### src/hw/rtl/svfs_pkg.sv
// svfs_pkg: types and constants shared by the staged valve fill sequencer.
// Holds the word, config and state structs plus the fixed tick counts.
// No dependencies.
package svfs_pkg;

  // Fixed tick counts
  localparam logic [6:0] SETTLE_TICKS   = 7'd80;
  localparam logic [4:0] ACT_HOLD_TICKS = 5'd10;
  localparam logic [4:0] SOL_HOLD_TICKS = 5'd20;
  localparam logic [5:0] UNIT_TICKS     = 6'd40;
  localparam logic [4:0] PULSE_TICKS    = 5'd25;
  localparam logic [5:0] SLOW_MAX       = 6'd63;
  localparam logic [7:0] UNITS_MAX      = 8'd255;

  // Valve drive bits
  localparam logic [2:0] VALVE_NONE = 3'b000;
  localparam logic [2:0] VALVE_LOW  = 3'b001;
  localparam logic [2:0] VALVE_MED  = 3'b010;
  localparam logic [2:0] VALVE_HIGH = 3'b100;
  localparam logic [2:0] VALVE_ALL  = 3'b111;

  localparam int unsigned CFG_IDX_W  = 3;
  localparam int unsigned CFG_DATA_W = 16;

  typedef enum logic [CFG_IDX_W-1:0] {
    CFG_STAGE1_THR   = 3'd0,
    CFG_STAGE2_THR   = 3'd1,
    CFG_STAGE3_THR   = 3'd2,
    CFG_CUTOFF_EN    = 3'd3,
    CFG_CUTOFF_THR   = 3'd4,
    CFG_WAIT_LIMIT   = 3'd5,
    CFG_NOFLOW_LIMIT = 3'd6,
    CFG_ACT_MODE     = 3'd7
  } cfg_idx_t;

  typedef enum logic {
    REQ_TICK  = 1'b0,
    REQ_START = 1'b1
  } req_type_t;

  typedef enum logic [2:0] {
    CAUSE_NONE       = 3'd0,
    CAUSE_EXCESS     = 3'd1,
    CAUSE_WAIT       = 3'd2,
    CAUSE_NO_FLOW    = 3'd3,
    CAUSE_SWITCH_OFF = 3'd4
  } end_cause_t;

  typedef struct packed {
    logic [15:0] stage1_threshold;
    logic [15:0] stage2_threshold;
    logic [15:0] stage3_threshold;
    logic        cutoff_enable;
    logic [15:0] cutoff_threshold;
    logic [7:0]  wait_limit;
    logic [7:0]  no_flow_limit;
    logic        actuator_mode;
  } svfs_cfg_t;

  typedef struct packed {
    logic        req_type;
    logic        switch_on;
    logic [15:0] measured_period;
    logic        flow_established;
    logic        flow_pulse_seen;
    logic        counter_request;
  } svfs_item_t;

  typedef struct packed {
    logic       low_valve_on;
    logic       med_valve_on;
    logic       high_valve_on;
    logic [1:0] fill_stage;
    logic       fill_active;
    logic [2:0] end_cause;
    logic       counter_drive;
    logic       pulse_watch_enable;
  } svfs_result_t;

  typedef struct packed {
    logic [1:0] stage;
    logic       running;
    logic       established;
    logic [2:0] valve;
    logic [6:0] settle_count;
    logic       settle_done;
    logic [4:0] hold_count;
    logic [5:0] tick_count;
    logic [5:0] slow_count;
    logic [7:0] wait_units;
    logic [5:0] excess_count;
    logic       watch_active;
    logic [5:0] watch_ticks;
    logic [7:0] watch_units;
    logic       pulse_active;
    logic [4:0] pulse_ticks;
    end_cause_t cause;
  } svfs_state_t;

  localparam svfs_state_t STATE_RESET = '0;

endpackage

### src/hw/rtl/svfs_step.sv
// svfs_step: combinational next-state and result for one tick or start word.
// Depends on svfs_pkg.
module svfs_step (
  input  svfs_pkg::svfs_cfg_t    cfg_i,
  input  svfs_pkg::svfs_state_t  state_i,
  input  svfs_pkg::svfs_item_t   item_i,
  output svfs_pkg::svfs_state_t  state_o,
  output svfs_pkg::svfs_result_t result_o
);
  import svfs_pkg::*;

  // Close everything down; only the first cause of a fill sticks.
  function automatic svfs_state_t finish(input svfs_state_t st, input end_cause_t why);
    svfs_state_t r;
    r = st;
    if (st.running) begin
      r.running      = 1'b0;
      r.established  = 1'b0;
      r.stage        = 2'd0;
      r.valve        = VALVE_NONE;
      r.watch_active = 1'b0;
      r.cause        = why;
    end
    return r;
  endfunction

  function automatic svfs_state_t counter_pulse(input svfs_state_t st, input logic req);
    svfs_state_t r;
    r = st;
    if (req) r.pulse_active = 1'b1;
    if (r.pulse_active) begin
      r.pulse_ticks = r.pulse_ticks + 5'd1;
      if (r.pulse_ticks >= PULSE_TICKS) begin
        r.pulse_active = 1'b0;
        r.pulse_ticks  = 5'd0;
      end
    end
    return r;
  endfunction

  svfs_state_t s;
  logic [15:0] thr;
  logic [2:0]  stage_bit;
  logic [2:0]  sol_pattern;
  logic        slow;

  always_comb begin
    s           = state_i;
    thr         = '0;
    stage_bit   = VALVE_NONE;
    sol_pattern = VALVE_NONE;
    slow        = 1'b0;

    if (item_i.req_type == REQ_START) begin
      s.stage        = 2'd1;
      s.running      = 1'b1;
      s.established  = 1'b0;
      s.settle_count = '0;
      s.settle_done  = 1'b0;
      s.hold_count   = '0;
      s.tick_count   = '0;
      s.slow_count   = '0;
      s.wait_units   = '0;
      s.excess_count = '0;
      s.watch_active = 1'b1;
      s.watch_ticks  = '0;
      s.watch_units  = '0;
      s.cause        = CAUSE_NONE;
      s.valve        = cfg_i.actuator_mode ? VALVE_HIGH : VALVE_ALL;
      s = counter_pulse(s, item_i.counter_request);
    end else begin
      if (s.running) begin
        if (item_i.flow_established) s.established = 1'b1;
        if (item_i.flow_pulse_seen)  s.watch_active = 1'b0;
      end
      if (item_i.switch_on) begin
        if (s.established) begin
          // stage logic
          case (s.stage)
            2'd1: begin
              thr = cfg_i.stage1_threshold; stage_bit = VALVE_LOW;  sol_pattern = 3'b001;
            end
            2'd2: begin
              thr = cfg_i.stage2_threshold; stage_bit = VALVE_MED;  sol_pattern = 3'b011;
            end
            2'd3: begin
              thr = cfg_i.stage3_threshold; stage_bit = VALVE_HIGH; sol_pattern = 3'b111;
            end
            default: begin
              thr = '0; stage_bit = VALVE_NONE; sol_pattern = VALVE_NONE;
            end
          endcase
          slow = item_i.measured_period > thr;

          if (s.stage != 2'd0) begin
            if (cfg_i.actuator_mode) begin
              if (!s.settle_done) begin
                s.settle_count = s.settle_count + 7'd1;
                case (s.stage)
                  2'd1:    s.valve = (s.valve | VALVE_LOW)  & ~VALVE_HIGH;
                  2'd2:    s.valve = (s.valve | VALVE_MED)  & ~VALVE_LOW;
                  default: s.valve = (s.valve | VALVE_HIGH) & ~VALVE_MED;
                endcase
                if (s.settle_count >= SETTLE_TICKS) begin
                  s.settle_count = '0;
                  s.settle_done  = 1'b1;
                end
              end
              if (s.settle_done) begin
                if (!slow) begin
                  s.valve      = s.valve | stage_bit;
                  s.hold_count = '0;
                  if (s.stage == 2'd3) s.slow_count = '0;
                end else if (s.stage == 2'd3) begin
                  if (s.slow_count < SLOW_MAX) s.slow_count = s.slow_count + 6'd1;
                end else begin
                  s.hold_count = s.hold_count + 5'd1;
                  if (s.hold_count >= ACT_HOLD_TICKS) begin
                    s.stage        = s.stage + 2'd1;
                    s.settle_count = '0;
                    s.settle_done  = 1'b0;
                    s.hold_count   = '0;
                  end
                end
              end
            end else begin
              if (!slow) begin
                s.valve      = sol_pattern;
                s.hold_count = '0;
                if (s.stage == 2'd3) s.slow_count = '0;
              end else if (s.stage == 2'd3) begin
                if (s.slow_count < SLOW_MAX) s.slow_count = s.slow_count + 6'd1;
              end else begin
                s.hold_count = s.hold_count + 5'd1;
                if (s.hold_count >= SOL_HOLD_TICKS) begin
                  s.stage      = s.stage + 2'd1;
                  s.hold_count = '0;
                end
              end
            end
          end

          // excess flow, count never clears on a slow period
          if (cfg_i.cutoff_enable && (item_i.measured_period < cfg_i.cutoff_threshold)) begin
            s.excess_count = s.excess_count + 6'd1;
            if (s.excess_count >= UNIT_TICKS) begin
              s.excess_count = '0;
              s = finish(s, CAUSE_EXCESS);
            end
          end

          // wait timeout in 40-tick units
          s.tick_count = s.tick_count + 6'd1;
          if ((s.tick_count >= UNIT_TICKS) || (s.slow_count >= UNIT_TICKS)) begin
            if (s.wait_units < UNITS_MAX) s.wait_units = s.wait_units + 8'd1;
            s.tick_count = '0;
            s.slow_count = '0;
            if (s.wait_units >= cfg_i.wait_limit) begin
              s.wait_units = '0;
              s = finish(s, CAUSE_WAIT);
            end
          end
        end

        s = counter_pulse(s, item_i.counter_request);

        if (s.watch_active) begin
          s.watch_ticks = s.watch_ticks + 6'd1;
          if (s.watch_ticks >= UNIT_TICKS) begin
            s.watch_ticks = '0;
            if (s.watch_units < UNITS_MAX) s.watch_units = s.watch_units + 8'd1;
            if (s.watch_units >= cfg_i.no_flow_limit) begin
              s.watch_active = 1'b0;
              s = finish(s, CAUSE_NO_FLOW);
            end
          end
        end
      end else begin
        s = finish(s, CAUSE_SWITCH_OFF);
        s = counter_pulse(s, item_i.counter_request);
      end
    end
  end

  assign state_o = s;

  always_comb begin
    result_o.low_valve_on       = s.valve[0];
    result_o.med_valve_on       = s.valve[1];
    result_o.high_valve_on      = s.valve[2];
    result_o.fill_stage         = s.stage;
    result_o.fill_active        = s.running;
    result_o.end_cause          = s.cause;
    result_o.counter_drive      = s.pulse_active;
    result_o.pulse_watch_enable = s.running;
  end

endmodule

### src/hw/rtl/staged_valve_fill_sequencer.sv
// staged_valve_fill_sequencer: three-stage gas fill valve sequencer, one word per tick.
// Path: an accepted word passes the input register, then the result register.
// Throughput: one word per cycle unless out_stall holds a result; state updates once per word.
// Reset (rst_n low, synchronous): fill idle, valves closed, counters and config cleared.
// Depends on svfs_pkg and svfs_step.
module staged_valve_fill_sequencer (
  input  logic        clk,
  input  logic        rst_n,

  // config write port
  input  logic        cfg_wr_en,
  input  logic [2:0]  cfg_index,
  input  logic [15:0] cfg_wdata,

  // input word channel
  input  logic        in_valid,
  output logic        in_stall,
  input  logic        in_req_type,
  input  logic        in_switch_on,
  input  logic [15:0] in_measured_period,
  input  logic        in_flow_established,
  input  logic        in_flow_pulse_seen,
  input  logic        in_counter_request,

  // result word channel
  output logic        out_valid,
  input  logic        out_stall,
  output logic        out_low_valve_on,
  output logic        out_med_valve_on,
  output logic        out_high_valve_on,
  output logic [1:0]  out_fill_stage,
  output logic        out_fill_active,
  output logic [2:0]  out_end_cause,
  output logic        out_counter_drive,
  output logic        out_pulse_watch_enable
);
  import svfs_pkg::*;

  svfs_cfg_t    cfg_r;
  svfs_state_t  state_r, state_nxt;
  svfs_item_t   item_r;
  logic         item_valid_r;
  svfs_result_t res_r, res_nxt;
  logic         out_valid_r;

  logic out_free;
  logic advance;

  // Config registers, not guarded: the host must write them only while the block is idle.
  always_ff @(posedge clk) begin
    if (!rst_n) begin
      cfg_r <= '0;
    end else if (cfg_wr_en) begin
      case (cfg_idx_t'(cfg_index))
        CFG_STAGE1_THR:   cfg_r.stage1_threshold <= cfg_wdata;
        CFG_STAGE2_THR:   cfg_r.stage2_threshold <= cfg_wdata;
        CFG_STAGE3_THR:   cfg_r.stage3_threshold <= cfg_wdata;
        CFG_CUTOFF_EN:    cfg_r.cutoff_enable    <= cfg_wdata[0];
        CFG_CUTOFF_THR:   cfg_r.cutoff_threshold <= cfg_wdata;
        CFG_WAIT_LIMIT:   cfg_r.wait_limit       <= cfg_wdata[7:0];
        CFG_NOFLOW_LIMIT: cfg_r.no_flow_limit    <= cfg_wdata[7:0];
        CFG_ACT_MODE:     cfg_r.actuator_mode    <= cfg_wdata[0];
        default:          cfg_r <= cfg_r;
      endcase
    end
  end

  // The result register is free when empty or being taken this cycle.
  // The input register moves into it whenever it is free, so the input
  // side only stalls when a result is held back and a word is waiting.
  assign out_free = !out_valid_r || !out_stall;
  assign advance  = item_valid_r && out_free;
  assign in_stall = item_valid_r && !out_free;

  // Input register
  always_ff @(posedge clk) begin
    if (!rst_n) begin
      item_valid_r <= 1'b0;
    end else if (!in_stall) begin
      item_valid_r <= in_valid;
    end
  end

  always_ff @(posedge clk) begin
    if (in_valid && !in_stall) begin
      item_r.req_type         <= in_req_type;
      item_r.switch_on        <= in_switch_on;
      item_r.measured_period  <= in_measured_period;
      item_r.flow_established <= in_flow_established;
      item_r.flow_pulse_seen  <= in_flow_pulse_seen;
      item_r.counter_request  <= in_counter_request;
    end
  end

  // One tick of sequencer work: stage compare, timers, shutdown causes.
  svfs_step u_step (
    .cfg_i    (cfg_r),
    .state_i  (state_r),
    .item_i   (item_r),
    .state_o  (state_nxt),
    .result_o (res_nxt)
  );

  // Sequencer state commits together with the result word.
  always_ff @(posedge clk) begin
    if (!rst_n) begin
      state_r     <= STATE_RESET;
      out_valid_r <= 1'b0;
    end else if (advance) begin
      state_r     <= state_nxt;
      out_valid_r <= 1'b1;
    end else if (!out_stall) begin
      out_valid_r <= 1'b0;
    end
  end

  always_ff @(posedge clk) begin
    if (advance) begin
      res_r <= res_nxt;
    end
  end

  assign out_valid              = out_valid_r;
  assign out_low_valve_on       = res_r.low_valve_on;
  assign out_med_valve_on       = res_r.med_valve_on;
  assign out_high_valve_on      = res_r.high_valve_on;
  assign out_fill_stage         = res_r.fill_stage;
  assign out_fill_active        = res_r.fill_active;
  assign out_end_cause          = res_r.end_cause;
  assign out_counter_drive      = res_r.counter_drive;
  assign out_pulse_watch_enable = res_r.pulse_watch_enable;

endmodule

### config.mk
export PLATFORM = sky130hd
export DESIGN_NAME = staged_valve_fill_sequencer
export DESIGN_NICKNAME = d
export VERILOG_FILES = /design/src/hw/rtl/svfs_pkg.sv /design/src/hw/rtl/svfs_step.sv /design/src/hw/rtl/staged_valve_fill_sequencer.sv
export SDC_FILE = /design/constraint.sdc
export NUM_CORES = 1
export LEC_CHECK = 0
export ABC_AREA = 1
export BUFFER_PORTS_ARGS = -buffer_cell sky130_fd_sc_hd__buf_4
export CAP_MARGIN = 10
export CORE_UTILIZATION = 25
export DETAILED_ROUTE_END_ITERATION = 8
export GPL_TIMING_DRIVEN = 0
export PLACE_DENSITY = 0.36
export SETUP_SLACK_MARGIN = 0.2
export SLEW_MARGIN = 20
export SYNTH_ARGS = -nofsm -noshare
export SYNTH_HDL_FRONTEND = slang
export SYNTH_SLANG_ARGS = --single-unit
### constraint.sdc
create_clock -name clk -period 7.1 [get_ports clk]
set_input_delay 0 -clock clk [delete_from_list [all_inputs] [get_ports clk]]
set_output_delay 0 -clock clk [all_outputs]
set_load 0.01 [all_outputs]
# [Word level (Yosys, flattened, before mapping)]
# Index checks and enable logic that the tools add are counted.
[classes] add_sub_neg=11 n_lt_le_gt_ge=16 muxes=102 n_mul=0 div=0 n_eq_ne=12 reduce_logical=24 n_bitwise=1 shifts=0
[ops] operator="2-to-1 mux 70 bit" count=15
[ops] operator="2-to-1 mux 8 bit" count=13
[ops] operator="2-to-1 mux 16 bit" count=5
[ops] operator="2-to-1 mux 6 bit" count=12
[ops] operator="2-to-1 mux 11 bit" count=6
[ops] operator="one-hot mux 16 bit (3 select lines)" count=1
[ops] operator="2-to-1 mux 3 bit" count=10
[ops] operator="2-to-1 mux 7 bit" count=4
[ops] operator="2-to-1 mux 13 bit" count=2
[ops] operator="2-to-1 mux 5 bit" count=5
[ops] operator="adder 6 x 1 -> 6 bit (second input constant)" count=4
[ops] operator="greater-or-equal comparator 6 bit (second input constant)" count=4
[ops] operator="2-to-1 mux 2 bit" count=10
[ops] operator="one-hot mux 3 bit (3 select lines)" count=2
[ops] operator="AND reduction 2 bit" count=9
[ops] operator="adder 8 x 1 -> 8 bit (second input constant)" count=2
[ops] operator="greater-or-equal comparator 8 bit" count=2
[ops] operator="greater-than comparator 16 bit" count=1
[ops] operator="< comparator 16 bit" count=1
[ops] operator="< comparator 8 bit (second input constant)" count=2
[ops] operator="2-to-1 mux 1 bit" count=16
[ops] operator="adder 5 x 1 -> 5 bit (second input constant)" count=3
[ops] operator="greater-or-equal comparator 5 bit (second input constant)" count=3
[ops] operator="equality test 3 bit (second input constant)" count=4
[ops] operator="other kinds (19)" count=30
[word_totals] latch_bits=0 romBits=0 mem_bits_rw=0 register_bits=185 out_inout_bits=13 n_memories=0

# [Longest topological paths before layout]
[logic_depth] word_depth=46 mapped_depth=36 depth_no_buf=35

# [Hierarchy]
# A second synthesis with hierarchy kept.
[unflattened] hier_cells=1685 hier_area_um2=11419.7
[modules_own_cells] module="staged_valve_fill_sequencer" area_per_inst_um2=6760.2 cells_each=825 seq_area_each_um2=4043.9 instances=1
[modules_own_cells] module="svfs_step" area_per_inst_um2=4659.5 cells_each=860 seq_area_each_um2=0.0 instances=1

# [Worst setup path before layout]
# No wires, ideal clock.
[synth_timing] path_type="register to register" from="reg state_r[69] (netlist name)" to="reg res_r, in the netlist out_end_cause[0] (data pin)" setup_slack_ps=3441 t_arrival_ps=3402 setup_ps=256 stages_incl_launch_ff=31 synth_period_minus_slack_ps=3659 path_cell_list="dfxtp_1 > ha_1 > clkbuf_2 > clkbuf_1 > buf_1 > nand2_1 > nand3_1 > nand2_1 > ha_1 > nand2_1 > nor2_1 > nand2_1 > nand2_1 > nand2_1 > nand2_1 > nand2_1 > nand2_1 > nor2_2 > nor2_1 > nand2_1 > inv_2 > nand2_2 > nand2_4 > nand2_1 > nand2_1 > nand2_1 > nand2_1 > inv_1 > nand2_2 > nand2_1 > a22o_1"
[synth_rtl] element="start, declared" line_no="staged_valve_fill_sequencer.sv:40" text="svfs_state_t state_r, state_nxt;"
[synth_rtl] element="start signal, assigned" line_no="staged_valve_fill_sequencer.sv:110" text="state_r <= state_nxt;"
[synth_rtl] element="end signal, assigned" line_no="staged_valve_fill_sequencer.sv:119" text="res_r <= res_nxt;"
[synth_rtl] element="end, declared" line_no="staged_valve_fill_sequencer.sv:43" text="svfs_result_t res_r, res_nxt;"

==> impl_results.md <==
* Routed len/inst at roughly 15 um
* Pwr/cell area at between 150 and 200 mW/mm^2
* Yosys top cell by area: dfxtp_1
* Worst Path Arrival at about 5300 ps
* Placed Area at 0.0110 mm^2
* Min Hold Slack at 25.4 ps
* Syn Std Cell Area at 0.00998 mm^2
* Final ANT Viol Nets at 0
* Count of final setup violators at 0
* Most frequent cells after synthesis: 263 x nand2_1, 181 x nor2_1, 154 x dfxtp_1
* Root Buffer: clkbuf_16
* Grt met2 use at approximately a quarter
* Worst Hold Class: in2reg
* Placer Congestion at a little under 0.8
* Most common cell in the netlist: nand2_1
* Sum Neg Setup Slack at 0 ps
* Resize count post-CTS at 0
* Ant diodes at 0
* Cell area after layout at between 0.01 and 0.015 mm^2
* Area of the core at 0.0390 mm^2
* Post-synth top flop: dfxtp_1
* Die area at ~0.041 mm^2
* Initial drt markers at approximately 430
* Placed Instances at slightly below 2000
* I/O pins at between 50 and 60
* Period utilisation layout at between 70 and 80%
* Area delta synth->final at 21.3%
* CP Class: reg2reg
* Largest net degree at the start of global routing at 22
* CTS buffer count at 17
* Worst-Skew Late Latency at approximately 460 ps
* Max Clk Rate at between 0.15 and 0.2 GHz
* CTS Sinks at around 190
* PortBufs at 56
* Final Hold Viols at 0
* Slew headroom at a little under two fifths
* CP endpoint kind: flip-flop
* CP Launch Type: flip-flop
* Status: completed
* Total GRT Usage at 15.5%
* FFs w/ async S/R, synth at 0%
* Busiest layer in global routing: met2
* First-pass GRT wire length at roughly 49000 um
* Die width at about 200 um
* Total grt overflow at 0
* Post-route insts no fill at 2016
* Maximum vdd drop at approximately 0.16 mV
* Final net count at 1599
* Number of synthesized register bits at around 190
* Via Count at 8993
* Util after Layout at 31.0%
* Final Critical Period at approximately 5000 ps
* Clock Path Buffers at 2
* CTS clk-pin slew, worst paths at about 80 ps
* GR Util met1 at roughly 20%
* Worst Path Max Fanout at 10
* Cell count after synthesis at about 1400
* H-Tree Depth at 4
* Sequential fraction of the synthesis area at approximately two fifths
* Number of global-route vias before repair at just under 9000
* Dominant cells by area after synthesis: dfxtp_1 31%, nand2_1 9.9%, edfxtp_1 9.3%
* Initial Util at between 20% and 30%
* Initial antenna violation count at 1
* Top cell type's share of synthesized area at a little under a third
* Max-cap violation count at 0
* TritonCTS clock tree: done
* Post-synth EDFFs at 31
* Vias per inst at 4.46
* Synth Net Count at 1477
* M3 GR Usage at 2.77%
* Clk_skew at between 15 and 20 ps
* RSZ-0062 raised after global routing: no
* # rows at 72
* Max Slew Vio Count at 0
* Syn Area/Cell at around 7.3 um^2
* DRC viols at 0
* YS warnings at 0
* Drt first pass iters at 4
* Layout cells sized above 1 at a little over 8%
* Slew at the pin closest to its max-slew limit at 947 ps
* Synth unique cells at 46
* Static leakage at about 5.0 nW
* CP required at around 7300 ps
* Die Y at a little over 200 um
* Routed wire length at about 30000 um
* Detail Placement HPWL at ~23000 um
==> sequential cells by signal, summed over array words and instances (netlist names) <==
register / count
cfg_r: 82
item_r: 21
item_valid_r: 1
out_counter_drive: 1
out_end_cause: 3
out_fill_stage: 2
out_high_valve_on: 1
out_low_valve_on: 1
out_med_valve_on: 1
out_pulse_watch_enable: 1
out_valid: 1
state_r: 70
==> final cells by class <==
class | instances | area, um^2
inverters | 148 | 558
flip-flops and latches | 185 | 4010
clock buffers | 18 | 450
repair buffers | 103 | 891
plain buffers | 48 | 196
clock inverters | 14 | 133
multi-input cells | 982 | 5210
fillers | 4198 | 26900
well taps | 518 | 648
==> cells in the final DEF (no fill, tap or decap), drive strengths merged <==
cell type,synthesis,final
o21a,3,3
mux2,2,2
dlygate4sd3,0,47
o21ai,138,138
clkinvlp,0,2
clkbuf,43,61
nor3,13,13
a21o,2,2
nor2,183,183
o22ai,4,4
nand3,80,80
a22o,2,2
inv,145,150
edfxtp,31,31
a31oi,2,2
a211oi,4,4
a32oi,1,1
buf,5,61
xor2,17,17
o21bai,1,1
nor4,4,4
a21oi,134,134
nand2,276,276
dfxtp,154,154
o211a,3,3
or3,1,1
ha,69,69
xnor2,12,12
o311ai,2,2
or2,2,2
clkinv,3,10
nand3b,1,1
o211ai,8,8
nand4,16,16
o2111ai,2,2
==> per-layer routing <==
layer,wire (um),vias up
li1,-,4741
met1,14900,4155
met2,14400,88
met3,760,9
met4,196,0
met5,0,-
==> repair_timing <==
action / 4_1_cts / 5_1_grt
setup buffers: 0 / 0
hold buffers: 47 / 0
hold endpoints to repair: 105 / 0
==> critical path, stage by stage (launching register included) <==
cell and delay [ps]:
dfxtp_1 530, ha_1 210, clkbuf_2 180, clkbuf_1 520, buf_1 440, nand2_1 100, nand3_1 90, nand2_1 60
ha_1 320, nand4_1 100, nor3_1 290, nand3_1 280, nand2_1 250, nand2_1 150, nor2_2 170, nor2_1 60
nand2_1 80, inv_2 40, nand2_2 70, nand2_4 100, nand4_4 130, nand3_1 190, o21ai_0 290, o211ai_1 150
==> stage by stage <==
stage / setup WS, ps / power [W]
floorplan: 3440 / 0.00130
finish: 2000 / 0.00237
CTS: 1850 / 0.00241
global placement: 1790 / 0.00141
detailed placement: 1870 / 0.00141
global route: 1500 / 0.00249
==> power by group <==
group,total (W),internal (W),switching (W)
clock,0.000965,0.000483,0.000482
sequential,0.00112,0.00110,0.0000216
combinational,0.000276,0.0000997,0.000176
==> cell families after synthesis <==
family                   after synthesis  share of synthesized area, %
AND/OR/NAND/NOR                      576                          24.5
XOR/XNOR                              29                          2.55
adder cells (fa/ha/maj)               69                          8.65
AO/OA/AOI/OAI                        306                          16.3
flip-flops                           185                          40.2
buffers and inverters                196                          7.56
multiplexers                           2                         0.226
==> worst paths after layout <==
| path | start | to | slack, ps | cells after the start |
|---|---|---|---|---|
| max reg2reg | state_r[69] | out_low_valve_on | 2000 | 23 |
| max | state_r[69] | out_low_valve_on | 2000 | 23 |
| min reg2reg | cfg_r[24] | cfg_r[24] | 460 | 2 |
| min | cfg_index[1] | cfg_r[9] | 30 | 6 |
Note: power is estimated with default switching activity, not from simulation.
